`src/design/lpe_pkg.sv`:
```
// ----------------------------------------------------------------------------
// lpe_pkg
// Shared types and constants of the L4 payload extractor.
// ----------------------------------------------------------------------------
package lpe_pkg;

	localparam int IDX_W    = 14;
	localparam int ADDR_W   = 32;
	localparam int DATA_W   = 16;
	localparam int PADDR_W  = 3;
	localparam int PDATA_W  = 32;

	localparam logic [16:0]      MAX_FRAME    = 17'd16384;
	localparam logic [IDX_W-1:0] IDX_MAX      = 14'h3FFF;
	localparam logic [IDX_W-1:0] ETH_HDR_LEN  = 14'd14;
	localparam logic [IDX_W-1:0] IP_PROTO_IDX = 14'd23;
	localparam logic [IDX_W-1:0] UDP_HDR_LEN  = 14'd8;
	localparam logic [IDX_W-1:0] TCP_OFF_IDX  = 14'd12;
	localparam logic [3:0]       IHL_MIN      = 4'd5;
	localparam logic [3:0]       TCP_OFF_MIN  = 4'd5;
	localparam logic [7:0]       PROTO_TCP    = 8'd6;
	localparam logic [7:0]       PROTO_UDP    = 8'd17;

	// register index, taken from paddr above the byte lanes
	localparam logic REG_BUFFER_CAPACITY = 1'b0;

	typedef struct packed {
		logic [7:0]       in_byte;
		logic             frame_first;
		logic [IDX_W-1:0] frame_length;
	} lpe_item_t;

	typedef struct packed {
		logic [IDX_W-1:0]  byte_index;
		logic [IDX_W-1:0]  l4_start;
		logic [IDX_W-1:0]  payload_start;
		logic [7:0]        ip_protocol;
		logic              keep_frame;
		logic [ADDR_W-1:0] write_offset;
		logic [31:0]       packet_count;
	} lpe_state_t;

	typedef struct packed {
		logic [DATA_W-1:0] out_data;
		logic [ADDR_W-1:0] out_addr;
		logic              out_is_prefix;
		logic              out_last;
		logic [31:0]       stored_packets;
		logic [31:0]       stored_bytes;
	} lpe_result_t;

endpackage

```
`src/design/lpe_if.sv`:
```
// ----------------------------------------------------------------------------
// lpe_if
// Valid/ready channels for frame bytes in and buffer writes out.
// ----------------------------------------------------------------------------
interface lpe_item_if;
	import lpe_pkg::*;

	logic             valid;
	logic             ready;
	logic [7:0]       in_byte;
	logic             frame_first;
	logic [IDX_W-1:0] frame_length;

	modport source (output valid, in_byte, frame_first, frame_length, input ready);
	modport sink (input valid, in_byte, frame_first, frame_length, output ready);
endinterface

interface lpe_result_if;
	import lpe_pkg::*;

	logic              valid;
	logic              ready;
	logic [DATA_W-1:0] out_data;
	logic [ADDR_W-1:0] out_addr;
	logic              out_is_prefix;
	logic              out_last;
	logic [31:0]       stored_packets;
	logic [31:0]       stored_bytes;

	modport source (output valid, out_data, out_addr, out_is_prefix, out_last,
		stored_packets, stored_bytes, input ready);
	modport sink (input valid, out_data, out_addr, out_is_prefix, out_last,
		stored_packets, stored_bytes, output ready);
endinterface

```
`src/design/lpe_step.sv`:
```
// ----------------------------------------------------------------------------
// lpe_step
// Per-beat parse of one frame byte: header tracking, drop checks and the
// buffer write it causes, with the next parser state.
// ----------------------------------------------------------------------------
module lpe_step (
	input  lpe_pkg::lpe_item_t   item,
	input  lpe_pkg::lpe_state_t  state,
	input  logic [31:0]          capacity,
	output lpe_pkg::lpe_state_t  state_next,
	output logic                 res_valid,
	output lpe_pkg::lpe_result_t res
);
	import lpe_pkg::*;

	logic [IDX_W-1:0]  idx;
	logic [IDX_W:0]    idx_inc;
	logic              keep;
	logic [IDX_W-1:0]  l4;
	logic [IDX_W-1:0]  ps;
	logic [7:0]        proto;
	logic [3:0]        ihl;
	logic [3:0]        tcp_off;
	logic [IDX_W-1:0]  pay_len;
	logic [32:0]       rec_end;

	assign ihl     = item.in_byte[3:0];
	assign tcp_off = item.in_byte[7:4];

	always_comb begin
		idx     = item.frame_first ? '0 : state.byte_index;
		idx_inc = {1'b0, idx} + 15'd1;
		keep    = item.frame_first ? ({3'b0, item.frame_length} <= MAX_FRAME)
			: state.keep_frame;
		l4      = item.frame_first ? '0 : state.l4_start;
		ps      = item.frame_first ? '0 : state.payload_start;
		proto   = item.frame_first ? '0 : state.ip_protocol;
		pay_len = item.frame_length - ps;
		rec_end = '0;

		state_next      = state;
		state_next.l4_start      = l4;
		state_next.payload_start = ps;
		state_next.ip_protocol   = proto;
		state_next.byte_index    = (idx < IDX_MAX) ? idx_inc[IDX_W-1:0] : IDX_MAX;

		res_valid = 1'b0;
		res       = '0;

		// header fields
		if (keep) begin
			if (idx == ETH_HDR_LEN) begin
				if (ihl < IHL_MIN) begin
					keep = 1'b0;
				end else begin
					state_next.l4_start = ETH_HDR_LEN + {8'd0, ihl, 2'b00};
				end
			end else if (idx == IP_PROTO_IDX) begin
				state_next.ip_protocol = item.in_byte;
				if (item.in_byte == PROTO_UDP) begin
					state_next.payload_start = l4 + UDP_HDR_LEN;
				end else if (item.in_byte != PROTO_TCP) begin
					keep = 1'b0;
				end
			end else if (proto == PROTO_TCP && l4 != '0 && idx == l4 + TCP_OFF_IDX) begin
				if (tcp_off < TCP_OFF_MIN) begin
					keep = 1'b0;
				end else begin
					state_next.payload_start = l4 + {8'd0, tcp_off, 2'b00};
				end
			end
		end

		ps      = state_next.payload_start;
		pay_len = item.frame_length - ps;
		rec_end = {1'b0, state.write_offset} + 33'd2 + {19'd0, pay_len};

		// record output
		if (keep && ps != '0) begin
			if (idx_inc == {1'b0, ps}) begin
				if (item.frame_length <= ps) begin
					keep = 1'b0;
				end else if (rec_end >= {1'b0, capacity}) begin
					keep = 1'b0;
				end else begin
					res_valid         = 1'b1;
					res.out_data      = {2'b00, pay_len};
					res.out_addr      = state.write_offset;
					res.out_is_prefix = 1'b1;
				end
			end else if (idx >= ps && idx < item.frame_length) begin
				res_valid     = 1'b1;
				res.out_data  = {8'd0, item.in_byte};
				res.out_addr  = state.write_offset + 32'd2 + {18'd0, idx - ps};
				if (idx_inc == {1'b0, item.frame_length}) begin
					res.out_last            = 1'b1;
					state_next.write_offset = rec_end[31:0];
					state_next.packet_count = state.packet_count + 32'd1;
					keep                    = 1'b0;
				end
			end
		end

		state_next.keep_frame = keep;
		res.stored_packets    = state_next.packet_count;
		res.stored_bytes      = state_next.write_offset;
	end
endmodule

```
`src/design/l4_payload_extractor_unit.sv`:
```
// ----------------------------------------------------------------------------
// l4_payload_extractor_unit
// Pulls TCP/UDP payloads out of captured Ethernet/IPv4 frames into a record
// buffer, each record a two-byte length prefix followed by the payload.
// ----------------------------------------------------------------------------
// Takes one frame byte per clock and gives at most one buffer write per byte;
// each byte waits in the input register, and its write is then registered
// in the output register; the only thing that slows the byte rate is
// backpressure on the write side, which holds the output register and then
// the input register. The prefix comes out on the byte just before the
// payload, and stored_packets and stored_bytes advance with the last payload
// byte. buffer_capacity (byte address 0) must be written before any frame is
// kept: at its reset value of zero every frame is dropped.
module l4_payload_extractor_unit (
	input  logic                         clk,
	input  logic                         arst_n,
	lpe_item_if.sink                     frame,
	lpe_result_if.source                 record,
	input  logic                         psel,
	input  logic                         penable,
	input  logic                         pwrite,
	input  logic [lpe_pkg::PADDR_W-1:0]  paddr,
	input  logic [lpe_pkg::PDATA_W-1:0]  pwdata,
	output logic [lpe_pkg::PDATA_W-1:0]  prdata,
	output logic                         pready
);
	import lpe_pkg::*;

	lpe_item_t   item_s1;
	logic        valid_s1;
	lpe_state_t  state_q;
	lpe_state_t  state_next;
	logic [31:0] capacity_q;
	lpe_result_t res;
	logic        res_valid;
	lpe_result_t res_q;
	logic        out_valid_q;
	logic        advance;

	// config port
	assign pready = 1'b1;
	assign prdata = (paddr[PADDR_W-1] == REG_BUFFER_CAPACITY) ? capacity_q : '0;

	always_ff @(posedge clk or negedge arst_n) begin
		if (!arst_n) begin
			capacity_q <= '0;
		end else if (psel && penable && pwrite && paddr[PADDR_W-1] == REG_BUFFER_CAPACITY) begin
			capacity_q <= pwdata;
		end
	end

	assign advance     = valid_s1 && (!out_valid_q || record.ready);
	assign frame.ready = !valid_s1 || advance;

	// input register
	always_ff @(posedge clk or negedge arst_n) begin
		if (!arst_n) begin
			valid_s1 <= 1'b0;
		end else if (frame.ready) begin
			valid_s1 <= frame.valid;
		end
	end

	always_ff @(posedge clk) begin
		if (frame.ready && frame.valid) begin
			item_s1.in_byte      <= frame.in_byte;
			item_s1.frame_first  <= frame.frame_first;
			item_s1.frame_length <= frame.frame_length;
		end
	end

	lpe_step u_step (
		.item       (item_s1),
		.state      (state_q),
		.capacity   (capacity_q),
		.state_next (state_next),
		.res_valid  (res_valid),
		.res        (res)
	);

	// parser state and output register
	always_ff @(posedge clk or negedge arst_n) begin
		if (!arst_n) begin
			state_q     <= '0;
			out_valid_q <= 1'b0;
		end else if (advance) begin
			state_q     <= state_next;
			out_valid_q <= res_valid;
		end else if (record.ready) begin
			out_valid_q <= 1'b0;
		end
	end

	always_ff @(posedge clk) begin
		if (advance && res_valid) begin
			res_q <= res;
		end
	end

	assign record.valid          = out_valid_q;
	assign record.out_data       = res_q.out_data;
	assign record.out_addr       = res_q.out_addr;
	assign record.out_is_prefix  = res_q.out_is_prefix;
	assign record.out_last       = res_q.out_last;
	assign record.stored_packets = res_q.stored_packets;
	assign record.stored_bytes   = res_q.stored_bytes;
endmodule

```
`src/flat_wrapper.sv`:
```
// flat-port wrapper written by rule: the top's interface ports become plain ports
module l4_payload_extractor_unit_flat import lpe_pkg::*;
  (clk, arst_n, psel, penable, pwrite, paddr, pwdata, prdata, pready, frame_valid, frame_in_byte, frame_frame_first, frame_frame_length, frame_ready, record_valid, record_out_data, record_out_addr, record_out_is_prefix, record_out_last, record_stored_packets, record_stored_bytes, record_ready);
  lpe_item_if frame_i ();
  lpe_result_if record_i ();
  input  logic clk;
  input  logic arst_n;
  input  logic psel;
  input  logic penable;
  input  logic pwrite;
  input  logic [lpe_pkg::PADDR_W-1:0] paddr;
  input  logic [lpe_pkg::PDATA_W-1:0] pwdata;
  output logic [lpe_pkg::PDATA_W-1:0] prdata;
  output logic pready;
  input wire logic [$bits(frame_i.valid)-1:0] frame_valid;
  input wire logic [$bits(frame_i.in_byte)-1:0] frame_in_byte;
  input wire logic [$bits(frame_i.frame_first)-1:0] frame_frame_first;
  input wire logic [$bits(frame_i.frame_length)-1:0] frame_frame_length;
  output wire logic [$bits(frame_i.ready)-1:0] frame_ready;
  output wire logic [$bits(record_i.valid)-1:0] record_valid;
  output wire logic [$bits(record_i.out_data)-1:0] record_out_data;
  output wire logic [$bits(record_i.out_addr)-1:0] record_out_addr;
  output wire logic [$bits(record_i.out_is_prefix)-1:0] record_out_is_prefix;
  output wire logic [$bits(record_i.out_last)-1:0] record_out_last;
  output wire logic [$bits(record_i.stored_packets)-1:0] record_stored_packets;
  output wire logic [$bits(record_i.stored_bytes)-1:0] record_stored_bytes;
  input wire logic [$bits(record_i.ready)-1:0] record_ready;
  assign frame_i.valid = frame_valid;
  assign frame_i.in_byte = frame_in_byte;
  assign frame_i.frame_first = frame_frame_first;
  assign frame_i.frame_length = frame_frame_length;
  assign frame_ready = frame_i.ready;
  assign record_valid = record_i.valid;
  assign record_out_data = record_i.out_data;
  assign record_out_addr = record_i.out_addr;
  assign record_out_is_prefix = record_i.out_is_prefix;
  assign record_out_last = record_i.out_last;
  assign record_stored_packets = record_i.stored_packets;
  assign record_stored_bytes = record_i.stored_bytes;
  assign record_i.ready = record_ready;
  l4_payload_extractor_unit u_core (.clk(clk), .arst_n(arst_n), .frame(frame_i), .record(record_i), .psel(psel), .penable(penable), .pwrite(pwrite), .paddr(paddr), .pwdata(pwdata), .prdata(prdata), .pready(pready));
endmodule
```
`config.mk`:
```
export PLATFORM = sky130hd
export DESIGN_NAME = l4_payload_extractor_unit_flat
export DESIGN_NICKNAME = d
export VERILOG_FILES = /design/src/design/lpe_pkg.sv /design/src/design/lpe_if.sv /design/src/design/lpe_step.sv /design/src/design/l4_payload_extractor_unit.sv /design/src/flat_wrapper.sv
export SDC_FILE = /design/constraint.sdc
export NUM_CORES = 1
export LEC_CHECK = 0
export BUFFER_PORTS_ARGS = -buffer_cell sky130_fd_sc_hd__buf_2
export CAP_MARGIN = 10
export CORE_MARGIN = 4
export CORE_UTILIZATION = 45
export CTS_BUF_LIST = sky130_fd_sc_hd__clkbuf_4 sky130_fd_sc_hd__clkbuf_8 sky130_fd_sc_hd__clkbuf_16
export DETAILED_ROUTE_END_ITERATION = 6
export PLACE_DENSITY = 0.76
export REMOVE_ABC_BUFFERS = 1
export SYNTH_ARGS = -nofsm -noshare
export SYNTH_HDL_FRONTEND = slang
export SYNTH_SLANG_ARGS = --single-unit
```
`constraint.sdc`:
```
create_clock -name clk -period 22 [get_ports clk]
set_input_delay 4.4 -clock clk [delete_from_list [all_inputs] [get_ports clk]]
set_output_delay 4.4 -clock clk [all_outputs]
set_load 0.01 [all_outputs]
```
==> results of run 1 <==
[per-layer routing]
metal	part of all wire, %	routed length [um]
met5	0	0
met4	3.5	1900
met3	6.8	3660
met2	47	25200
met1	43	23000
[stage by stage]
stage / worst slack, ns / total power, W
floorplan: 4.30 / 0.00135
global placement: 7.88 / 0.00161
detailed placement: 7.65 / 0.00163
CTS: 7.59 / 0.00228
global route: 6.69 / 0.00240
finish: 7.57 / 0.00227
[power by group through the flow]
stage               clock network [W]  registers (W)  logic (W)
finish                       0.000635       0.000756   0.000878
global route                 0.000670       0.000766   0.000969
CTS                          0.000647       0.000755   0.000875
detailed placement                  0       0.000764   0.000869
global placement                    0       0.000762   0.000844
floorplan                           0       0.000804   0.000543
[how the worst min path moves through the flow]
stage / from / end / cells after the start
global route: u_core.capacity_q[4]$_DFFE_PN0P_ / u_core.capacity_q[4]$_DFFE_PN0P_ / 1
CTS: u_core.state_q[86]$_DFFE_PN0P_ / u_core.state_q[86]$_DFFE_PN0P_ / 2
detailed placement: u_core.state_q[86]$_DFFE_PN0P_ / u_core.state_q[86]$_DFFE_PN0P_ / 2
floorplan: u_core.state_q[75]$_DFFE_PN0P_ / u_core.state_q[75]$_DFFE_PN0P_ / 2
finish: u_core.state_q[75]$_DFFE_PN0P_ / u_core.state_q[75]$_DFFE_PN0P_ / 2
global placement: u_core.state_q[75]$_DFFE_PN0P_ / u_core.state_q[75]$_DFFE_PN0P_ / 2
[layout make-up]
| type | count | area [sq um] |
|---|---|---|
| Clock buffer | 44 | 967 |
| Clock inverter | 19 | 302 |
| Fill cell | 3708 | 19600 |
| Inverter | 120 | 452 |
| Multi-Input combinational cell | 1482 | 10300 |
| Sequential cell | 284 | 7780 |
| Tap cell | 532 | 666 |
| Timing Repair Buffer | 226 | 1180 |
[state kept, by name (all words and copies together), names as in the netlist]
name	count
u_core.item_s1	23
u_core.capacity_q	32
u_core.state_q	115
u_core.valid_s1	1
u_core.record.valid	1
u_core.record.stored_bytes	32
u_core.record.out_is_prefix	1
u_core.record.out_addr	32
u_core.record.out_data	14
u_core.record.stored_packets	32
u_core.record.out_last	1
[cells in the mapped netlist, drive strengths merged, types with 18 or more instances]
cell type  count
a22o          28
inv          119
and3          20
nor2b         27
ha           137
and2          19
a21oi        103
nand2        170
nor3          56
edfxtp       135
xnor2        130
nand3         53
xor2          97
a31oi         21
or3           18
buf           39
o21ai         98
nor4          25
nand4         43
a21o          20
dfrtp        149
nor2         172
clkbuf        59
mux2          38
[cells by family (layout without fill, tap and decap cells)]
family	after synthesis	count (layout)	synth area share, %
buffers and inverters	218	409	4.81
DFF	284	284	41.0
muxes	54	54	3.10
xor gates and xnor gates	227	227	10.5
adders and majority gates	145	145	9.67
AOI/OAI and AO/OA	390	390	13.5
and+or+nand+nor	663	663	17.4
other	2	3	0.0396
[worst reg2reg max path: cells and delay by family (launching register included)]
family          cells  cell delay, ns
fa+ha+maj           7            2.35
xor+xnor            3            0.80
compound gates     23            4.98
flops               1            0.35
simple gates       10            3.52
buf+inv             5            2.04
==> out/results.ini, run 1 <==
[cells_and_area]
antenna_cells = 0
syn_to_final_growth_pct = 14.2
design_area_sq_um = 21700
final_cell_mix = buf_2, nor2_1, nand2_1, dfrtp_1, ha_1
final_common_cell = buf_2
drive_gt1_share_pct = 16.7
final_util_pct = 52.5
stdcell_count = 2707
layout.nets = 2355

[setup_path]
worst_ep_required_time_ns = 22.18
cpMostUsedCell = a21oi_1
critical_path_class = reg -> reg
cp.arrival_ns = 14.61
end_kind = register
rr_endpoint = u_core.record.stored_bytes[21]$_DFFE_PP_
critPathMaxStageDelay_ns = 0.94
cp.depth = 48
crit-reg2reg-launch = u_core.item_s1[14]$_DFFE_PP_
r2r_setup_slack_ns = 7.57
crit_end = u_core.record.stored_bytes[21]$_DFFE_PP_
cp-start-kind = register
critical_path.startpoint = u_core.item_s1[14]$_DFFE_PP_
ff2ff_path_depth = 48
crit_family = compound AO/OA/AOI/OAI gates
worst-path-buf-inv = 5
cp_max_fo = 58
slowest_stage = nor3_2

[route]
wl_per_cell_um = 19.9
antenna_left = 0
drt_first_pass_iters = 5
route.vias.total = 15500
routed_via_density = 5.73
wirelength_um = 53800
first_iter_violations = 1196
route.detailed.drc = 0

[global_routing]
grt_overflow = 0
gr-usage-met2_pct = 38.3
grt_use_met3_pct = 4.04
grt_pass1_wl_um = 84200
grt_max_degree = 99
antenna_found_initial = 0
grt_pass1_vias = 15300
busiest_layer = met2
gr-usage-all-layers_pct = 23.2
use_met1_pct = 30.9

[sta]
post-route-min-period_ns = 14.43
worst_pin_slew_ns = 1.16
max_freq_ghz = 0.0693
hold_violations = 0
fin_skew_ns = 0.0321
slew_violations = 0
slew_headroom_pct = 22.1
grt_setup_unrepaired = no
timing.hold.ws_ns = 0.502
period_share_pct = 65.6
setup_tns_ns = 0
setup_viol = 0

[outcome]
status = finished, final reports clean

[power]
clockPowerShare_pct = 28.0
switching_share_pct = 37.1
p_per_area_nw_per_um2 = 105
p_leak_nw = 9.56
p_seq_share_pct = 33.3
switching_power_w = 0.000842
combPwrFrac_pct = 38.7
internal_power_w = 0.00143
vdd_ir_drop_max_v = 0.0000616

[hold_path]
min-delay-path-class = reg -> reg

[run]
cap_violations = 0

[synth]
netlist_instances = 1983
syn_area_sq_um = 19000
yosys_warnings = 0
ys_types = 93
synth_area_leaders = edfxtp_1, dfrtp_1, ha_1, xnor2_1, xor2_1
synth-seq-cells = 284
synthArstFlopShare_pct = 52.5
netlist.area_leader.share_pct = 21.4
netlist.top_cell.by_area = edfxtp_1
synth_edf_count = 135
syn_avg_cell_area_sq_um = 9.57
synth-main-ff-cell = dfrtp_1
synth_seq_area_share_pct = 41.0

[clock_network]
cts_hold_buf = 0
cts_tree = yes
postCtsSetupBuffers = 0
clk_path_buf_depth = 3
ctsResizeCount = 0
path_clk_slew_ns = 0.06
ctsHtreeMaxLevel = 2
cts_buffers = 35
clock_latency_ns = 0.55
clockRootBuffer = clkbuf_16
cts_sinks = 284

[die]
start_util_pct = 45.9
die_area_sq_um = 45500
die_y_um = 213
floorplan.rows = 74
num_io_pins = 214
die_w_um = 213
core_sq_um = 41300

[placement]
place_area_sq_um = 20400
gp_congestion = 0.990
dp.cells = 2644
place_hpwl_um = 40300
portBuffers = 208

Note: power is estimated with default switching activity, not from simulation.
==> run 2, diff against run 1 <==
Settings changed: PLACE_DENSITY 0.76 to 0.78.
Clock period 22 ns to 13.01 ns, I/O delays scaled along.
==> out/results.ini, run 2 (synthesized netlist as in run 1, its figures left out) <==
[setup_path]
end_kind = register  ; unchanged
cp-start-kind = register  ; unchanged
crit_family = simple AND/OR/NAND/NOR gates  ; was compound AO/OA/AOI/OAI gates
worst-path-buf-inv = 3  ; was 5
cpMostUsedCell = ha_1  ; was a21oi_1
cp.arrival_ns = 12.67  ; was 14.61 ns
slowest_stage = or4_4  ; was nor3_2
critPathMaxStageDelay_ns = 0.55  ; was 0.94 ns
cp_max_fo = 29  ; was 58
critical_path_class = reg -> reg  ; unchanged
worst_ep_required_time_ns = 13.22  ; was 22.18 ns

[cells_and_area]
final_util_pct = 52.4  ; was 52.5%
final_cell_mix = buf_2, nor2_1, nand2_1, dfrtp_1, ha_1  ; unchanged
stdcell_count = 2712  ; was 2,707
n_fill_cell = 3661  ; was 3,708
syn_to_final_growth_pct = 14.0  ; was 14.2%
antenna_cells = 0  ; unchanged
layout.nets = 2360  ; was 2,355
largest_reg_flops = 115  ; unchanged
top_register = u_core.state_q  ; unchanged
drive_gt1_share_pct = 16.9  ; was 16.7%
final_common_cell = buf_2  ; unchanged

[clock_network]
clk_path_buf_depth = 3  ; unchanged
clock_latency_ns = 0.56  ; was 0.55 ns
cts_tree = yes  ; unchanged
path_clk_slew_ns = 0.06  ; about the same
cts_sinks = 284  ; unchanged
cts_buffers = 34  ; was 35
ctsHtreeMaxLevel = 2  ; unchanged
clockRootBuffer = clkbuf_16  ; unchanged

[die]
num_io_pins = 214  ; unchanged
start_util_pct = 45.9  ; unchanged
die_w_um = 213  ; unchanged
core_sq_um = 41300  ; unchanged
floorplan.rows = 74  ; unchanged
die_y_um = 213  ; unchanged
die_area_sq_um = 45500  ; unchanged

[sta]
max_freq_ghz = 0.0803  ; was 0.0693 GHz
slew_violations = 0  ; unchanged
slew_headroom_pct = 25.6  ; was 22.1%
post-route-min-period_ns = 12.46  ; was 14.43 ns
hold_violations = 0  ; unchanged
timing.hold.ws_ns = 0.484  ; was 0.502 ns
fin_skew_ns = 0.0244  ; was 0.0321 ns
period_share_pct = 95.8  ; was 65.6%
worst_pin_slew_ns = 1.10  ; was 1.16 ns
grt_setup_unrepaired = no  ; unchanged
final.setup.worst_slack_ns = 0.552  ; was 7.57 ns
setup_viol = 0  ; unchanged

[global_routing]
grt_pass1_wl_um = 85600  ; was 84,200 um
grt_overflow = 0  ; unchanged
gr-usage-all-layers_pct = 23.8  ; was 23.2%
antenna_found_initial = 0  ; unchanged
grt_max_degree = 86  ; was 99
grt_pass1_vias = 15200  ; was 15,300

[power]
internal_power_w = 0.00233  ; was 0.00143 W
clockPowerShare_pct = 26.1  ; was 28.0%
combPwrFrac_pct = 40.1  ; was 38.7%
power.total_w = 0.00377  ; was 0.00227 W
p_per_area_nw_per_um2 = 174  ; was 105 nW/um^2
switching_power_w = 0.00145  ; was 0.000842 W
p_seq_share_pct = 33.8  ; was 33.3%
vdd_ir_drop_max_v = 0.000101  ; was 0.0000616 V
p_leak_nw = 9.53  ; was 9.56 nW
switching_share_pct = 38.3  ; was 37.1%

[route]
first_iter_violations = 1184  ; was 1,196
drt_first_pass_iters = 5  ; unchanged
route.detailed.drc = 0  ; unchanged
route.vias.total = 15700  ; was 15,500
antenna_left = 0  ; unchanged
routed_via_density = 5.81  ; was 5.73
wirelength_um = 55400  ; was 53,800 um
wl_per_cell_um = 20.4  ; was 19.9 um

[outcome]
status = finished, final reports clean  ; unchanged

[hold_path]
min-delay-path-class = reg -> reg  ; unchanged

[placement]
dp.cells = 2649  ; was 2,644
portBuffers = 208  ; unchanged
dp_slack_ns = 0.862  ; was 7.65 ns
place_hpwl_um = 41400  ; was 40,300 um
gp_congestion = 0.968  ; was 0.990

[run]
cap_violations = 0  ; unchanged

run 2: changes by cell type in the layout (fill, tap and decap cells not counted), moves of 2 or more:
cell	previous run	this run
bufinv_16	7	3
buf_4	18	21
clkbuf_4	7	4
clkinvlp_4	2	5
clkinv_1	0	2
run 2: repair_timing:
| item | in CTS | in global routing |
|---|---|---|
| gates resized for setup | 0 | 7 |
| hold buffers | 0 | 0 |
| setup buffers | 0 | 0 |
| setup endpoints to repair | 0 | 129 |
run 2: power groups by stage:
stage | clock, W | sequential [W] | combinational (W)
floorplan | 0 | 0.00136 | 0.000918
global placement | 0 | 0.00129 | 0.00144
detailed placement | 0 | 0.00129 | 0.00148
CTS | 0.00100 | 0.00127 | 0.00149
global route | 0.00104 | 0.00129 | 0.00166
finish | 0.000984 | 0.00128 | 0.00151
run 2: through the flow:
stage / TNS, ns / area [sq um]
after floorplan: -525.17 / 18500
after global placement: 0 / 20400
after detailed placement: 0 / 20400
after CTS: 0 / 21600
after global routing: 0 / 21600
final: 0 / 21600
run 2: area by class of cell:
| cell class | instances | area (sq um) | area share [%] |
|---|---|---|---|
| flip-flops and latches | 284 | 7780 | 36.0 |
| well taps | 532 | 666 | 3.08 |
| multi-input cells | 1482 | 10300 | 47.7 |
| repair buffers | 232 | 1260 | 5.81 |
| clock inverters | 22 | 225 | 1.04 |
| inverters | 120 | 453 | 2.09 |
| clock buffers | 40 | 920 | 4.25 |
run 2: worst paths after layout:
kind                                                           end                           start  depth (start not counted)  slack [ns]
setup / recovery           u_core.record.out_data[3]$_SDFFCE_PN0P_  u_core.state_q[90]$_DFFE_PN0P_                         46        0.55
hold / removal                      u_core.state_q[86]$_DFFE_PN0P_  u_core.state_q[86]$_DFFE_PN0P_                          2        0.48
setup reg to reg           u_core.record.out_data[3]$_SDFFCE_PN0P_  u_core.state_q[90]$_DFFE_PN0P_                         46        0.55
hold reg to reg                     u_core.state_q[86]$_DFFE_PN0P_  u_core.state_q[86]$_DFFE_PN0P_                          2        0.48
max in group asynchronous           u_core.state_q[10]$_DFFE_PN0P_                          arst_n                          2        9.48
min in group asynchronous           u_core.state_q[98]$_DFFE_PN0P_                          arst_n                          1        2.13
run 2: tightest hold or removal path: stages (launching register included):
cell     delay (ns)
dfrtp_1        0.34
nand2_1        0.05
o21ai_0        0.06
run 2: routing by layer:
metal	vias up	global-route usage, %	share of wire, %
met2	629	38.2	46
met4	0	8.52	3.6
li1	7412	-	-
met5	-	0.418	0
met1	7573	32.5	43
met3	132	4.41	7.4
==> run 3, diff against run 2 <==
Settings changed: PLACE_DENSITY 0.78 to 0.66.
==> out/results.ini, run 3 (synthesized netlist as in run 1, its figures left out) <==
[placement]
gp_congestion = 0.962  ; was 0.968
place_hpwl_um = 41800  ; was 41,400 um
portBuffers = 208  ; unchanged
dp.cells = 2655  ; was 2,649

[global_routing]
antenna_found_initial = 1  ; was 0
grt_pass1_vias = 14900  ; was 15,200
grt_max_degree = 84  ; was 86
gr-usage-all-layers_pct = 23.6  ; was 23.8%
grt_pass1_wl_um = 84900  ; was 85,600 um
grt_overflow = 0  ; unchanged

[setup_path]
rr_endpoint = u_core.record.stored_bytes[8]$_DFFE_PP_  ; was u_core.record.out_data[3]$_SDFFCE_PN0P_
r2r_setup_slack_ns = 0.62  ; was 0.55 ns
slowest_stage = or4_1  ; was or4_4
worst-path-buf-inv = 4  ; was 3
crit_family = simple AND/OR/NAND/NOR gates  ; unchanged
cpMostUsedCell = ha_1  ; unchanged
ff2ff_path_depth = 47  ; was 46
worst_ep_required_time_ns = 13.30  ; was 13.22 ns
critPathMaxStageDelay_ns = 0.68  ; was 0.55 ns
crit-reg2reg-launch = u_core.state_q[90]$_DFFE_PN0P_  ; unchanged
cp.arrival_ns = 12.68  ; was 12.67 ns
critical_path.startpoint = u_core.state_q[90]$_DFFE_PN0P_  ; unchanged
cp_max_fo = 42  ; was 29
cp-start-kind = register  ; unchanged
critical_path_class = reg -> reg  ; unchanged
end_kind = register  ; unchanged

[die]
core_sq_um = 41300  ; unchanged
die_area_sq_um = 45500  ; unchanged
die_w_um = 213  ; unchanged
floorplan.rows = 74  ; unchanged
start_util_pct = 45.9  ; unchanged
num_io_pins = 214  ; unchanged
die_y_um = 213  ; unchanged

[cells_and_area]
drive_gt1_share_pct = 17.0  ; was 16.9%
top_register = u_core.state_q  ; unchanged
final_util_pct = 52.5  ; was 52.4%
final_cell_mix = buf_2, nor2_1, nand2_1, dfrtp_1, ha_1  ; unchanged
layout.nets = 2364  ; was 2,360
syn_to_final_growth_pct = 14.2  ; was 14.0%
stdcell_count = 2716  ; was 2,712
largest_reg_flops = 115  ; unchanged
final_common_cell = buf_2  ; unchanged

[power]
p_per_area_nw_per_um2 = 174  ; about the same
internal_power_w = 0.00235  ; was 0.00233 W
clockPowerShare_pct = 25.6  ; was 26.1%
switching_power_w = 0.00142  ; was 0.00145 W
vdd_ir_drop_max_v = 0.000141  ; was 0.000101 V
p_seq_share_pct = 33.8  ; about the same
switching_share_pct = 37.7  ; was 38.3%
combPwrFrac_pct = 40.6  ; was 40.1%
p_leak_nw = 9.57  ; was 9.53 nW

[clock_network]
cts_sinks = 284  ; unchanged
clockRootBuffer = clkbuf_16  ; unchanged
ctsResizeCount = 0  ; unchanged
cts_hold_buf = 0  ; unchanged
postCtsSetupBuffers = 0  ; unchanged
cts_buffers = 31  ; was 34
clock_latency_ns = 0.60  ; was 0.56 ns
clk_path_buf_depth = 3  ; unchanged
ctsHtreeMaxLevel = 1  ; was 2
path_clk_slew_ns = 0.06  ; about the same
cts_tree = yes  ; unchanged

[sta]
fin_skew_ns = 0.0136  ; was 0.0244 ns
max_freq_ghz = 0.0807  ; was 0.0803 GHz
slew_violations = 0  ; unchanged
post-route-min-period_ns = 12.39  ; was 12.46 ns
period_share_pct = 95.2  ; was 95.8%
setup_tns_ns = 0  ; unchanged
grt_setup_unrepaired = no  ; unchanged
worst_pin_slew_ns = 0.907  ; was 1.10 ns
hold_violations = 0  ; unchanged
slew_headroom_pct = 38.7  ; was 25.6%
setup_viol = 0  ; unchanged
timing.hold.ws_ns = 0.479  ; was 0.484 ns

[hold_path]
hold_path_depth = 2  ; unchanged
min_to = u_core.state_q[75]$_DFFE_PN0P_  ; was u_core.state_q[86]$_DFFE_PN0P_
worstHoldStart = u_core.state_q[75]$_DFFE_PN0P_  ; was u_core.state_q[86]$_DFFE_PN0P_
min-delay-path-class = reg -> reg  ; unchanged

[route]
wl_per_cell_um = 20.2  ; was 20.4 um
first_iter_violations = 1408  ; was 1,184
antenna_left = 0  ; unchanged
routed_via_density = 5.75  ; was 5.81
drt_first_pass_iters = 5  ; unchanged
route.detailed.drc = 0  ; unchanged
wirelength_um = 54900  ; was 55,400 um
route.vias.total = 15600  ; was 15,700

[outcome]
status = finished, final reports clean  ; unchanged

[run]
cap_violations = 0  ; unchanged

==> run 3: changes by cell type in the layout (fill, tap and decap cells not counted), moves of 3 or more <==
cell       previous run  this run
buf_12                0         3
buf_4                21        28
clkbuf_16            36        32
clkbuf_4              4         7
clkbuf_8              1         4
inv_6                 3         0
==> run 3: worst max path at each step <==
| stage | to | slack, ns | cells after the start |
|---|---|---|---|
| after floorplan | u_core.record.out_addr[0]$_SDFFCE_PN0P_ | -4.69 | 45 |
| after global placement | u_core.record.out_data[8]$_SDFFCE_PP0P_ | 0.90 | 43 |
| after detailed placement | u_core.record.stored_bytes[8]$_DFFE_PP_ | 0.71 | 43 |
| after CTS | u_core.record.stored_bytes[13]$_DFFE_PP_ | 0.64 | 47 |
| after global routing | u_core.record.stored_bytes[8]$_DFFE_PP_ | 0.01 | 47 |
| final | u_core.record.stored_bytes[8]$_DFFE_PP_ | 0.62 | 47 |
==> run 3: stage by stage <==
stage / instance area [sq um] / worst slack, ns / total power [W]
6_report: 21700 / 0.621 / 0.00377
5_1_grt: 21700 / 0.0102 / 0.00399
4_1_cts: 21600 / 0.639 / 0.00378
3_5_place_dp: 20500 / 0.715 / 0.00280
3_3_place_gp: 20500 / 0.902 / 0.00276
2_1_floorplan: 18500 / -4.69 / 0.00228
==> run 3: power groups by stage <==
stage | sequential, W | combinational, W | clock (W)
6_report | 0.00127 | 0.00153 | 0.000965
5_1_grt | 0.00129 | 0.00168 | 0.00102
4_1_cts | 0.00127 | 0.00152 | 0.000987
3_5_place_dp | 0.00129 | 0.00151 | 0
3_3_place_gp | 0.00128 | 0.00147 | 0
2_1_floorplan | 0.00136 | 0.000918 | 0
==> run 3: cell type report <==
class,instances,area (sq um)
Antenna cell,1,2.50
Clock buffer,43,908
Clock inverter,15,223
Fill cell,3736,19600
Inverter,120,452
Multi-Input combinational cell,1482,10300
Sequential cell,284,7780
Tap cell,532,666
Timing Repair Buffer,239,1320
==> run 3: worst reg2reg max path: cells and delay by family, from the launching register on <==
kind | cells | cell delay (ns)
and+or+nand+nor | 19 | 5.02
buffers and inverters | 4 | 0.84
DFF | 1 | 0.55
adders and majority gates | 5 | 1.52
xor gates and xnor gates | 2 | 0.45
AOI/OAI and AO/OA | 17 | 3.70
==> run 3: layer usage <==
layer | up-vias | part of all wire, % | global-route usage, %
met4 | 0 | 2.9 | 6.80
met5 | - | 0 | 0
met1 | 7545 | 44 | 33.2
li1 | 7416 | - | -
met3 | 93 | 7.4 | 4.04
met2 | 567 | 46 | 37.8
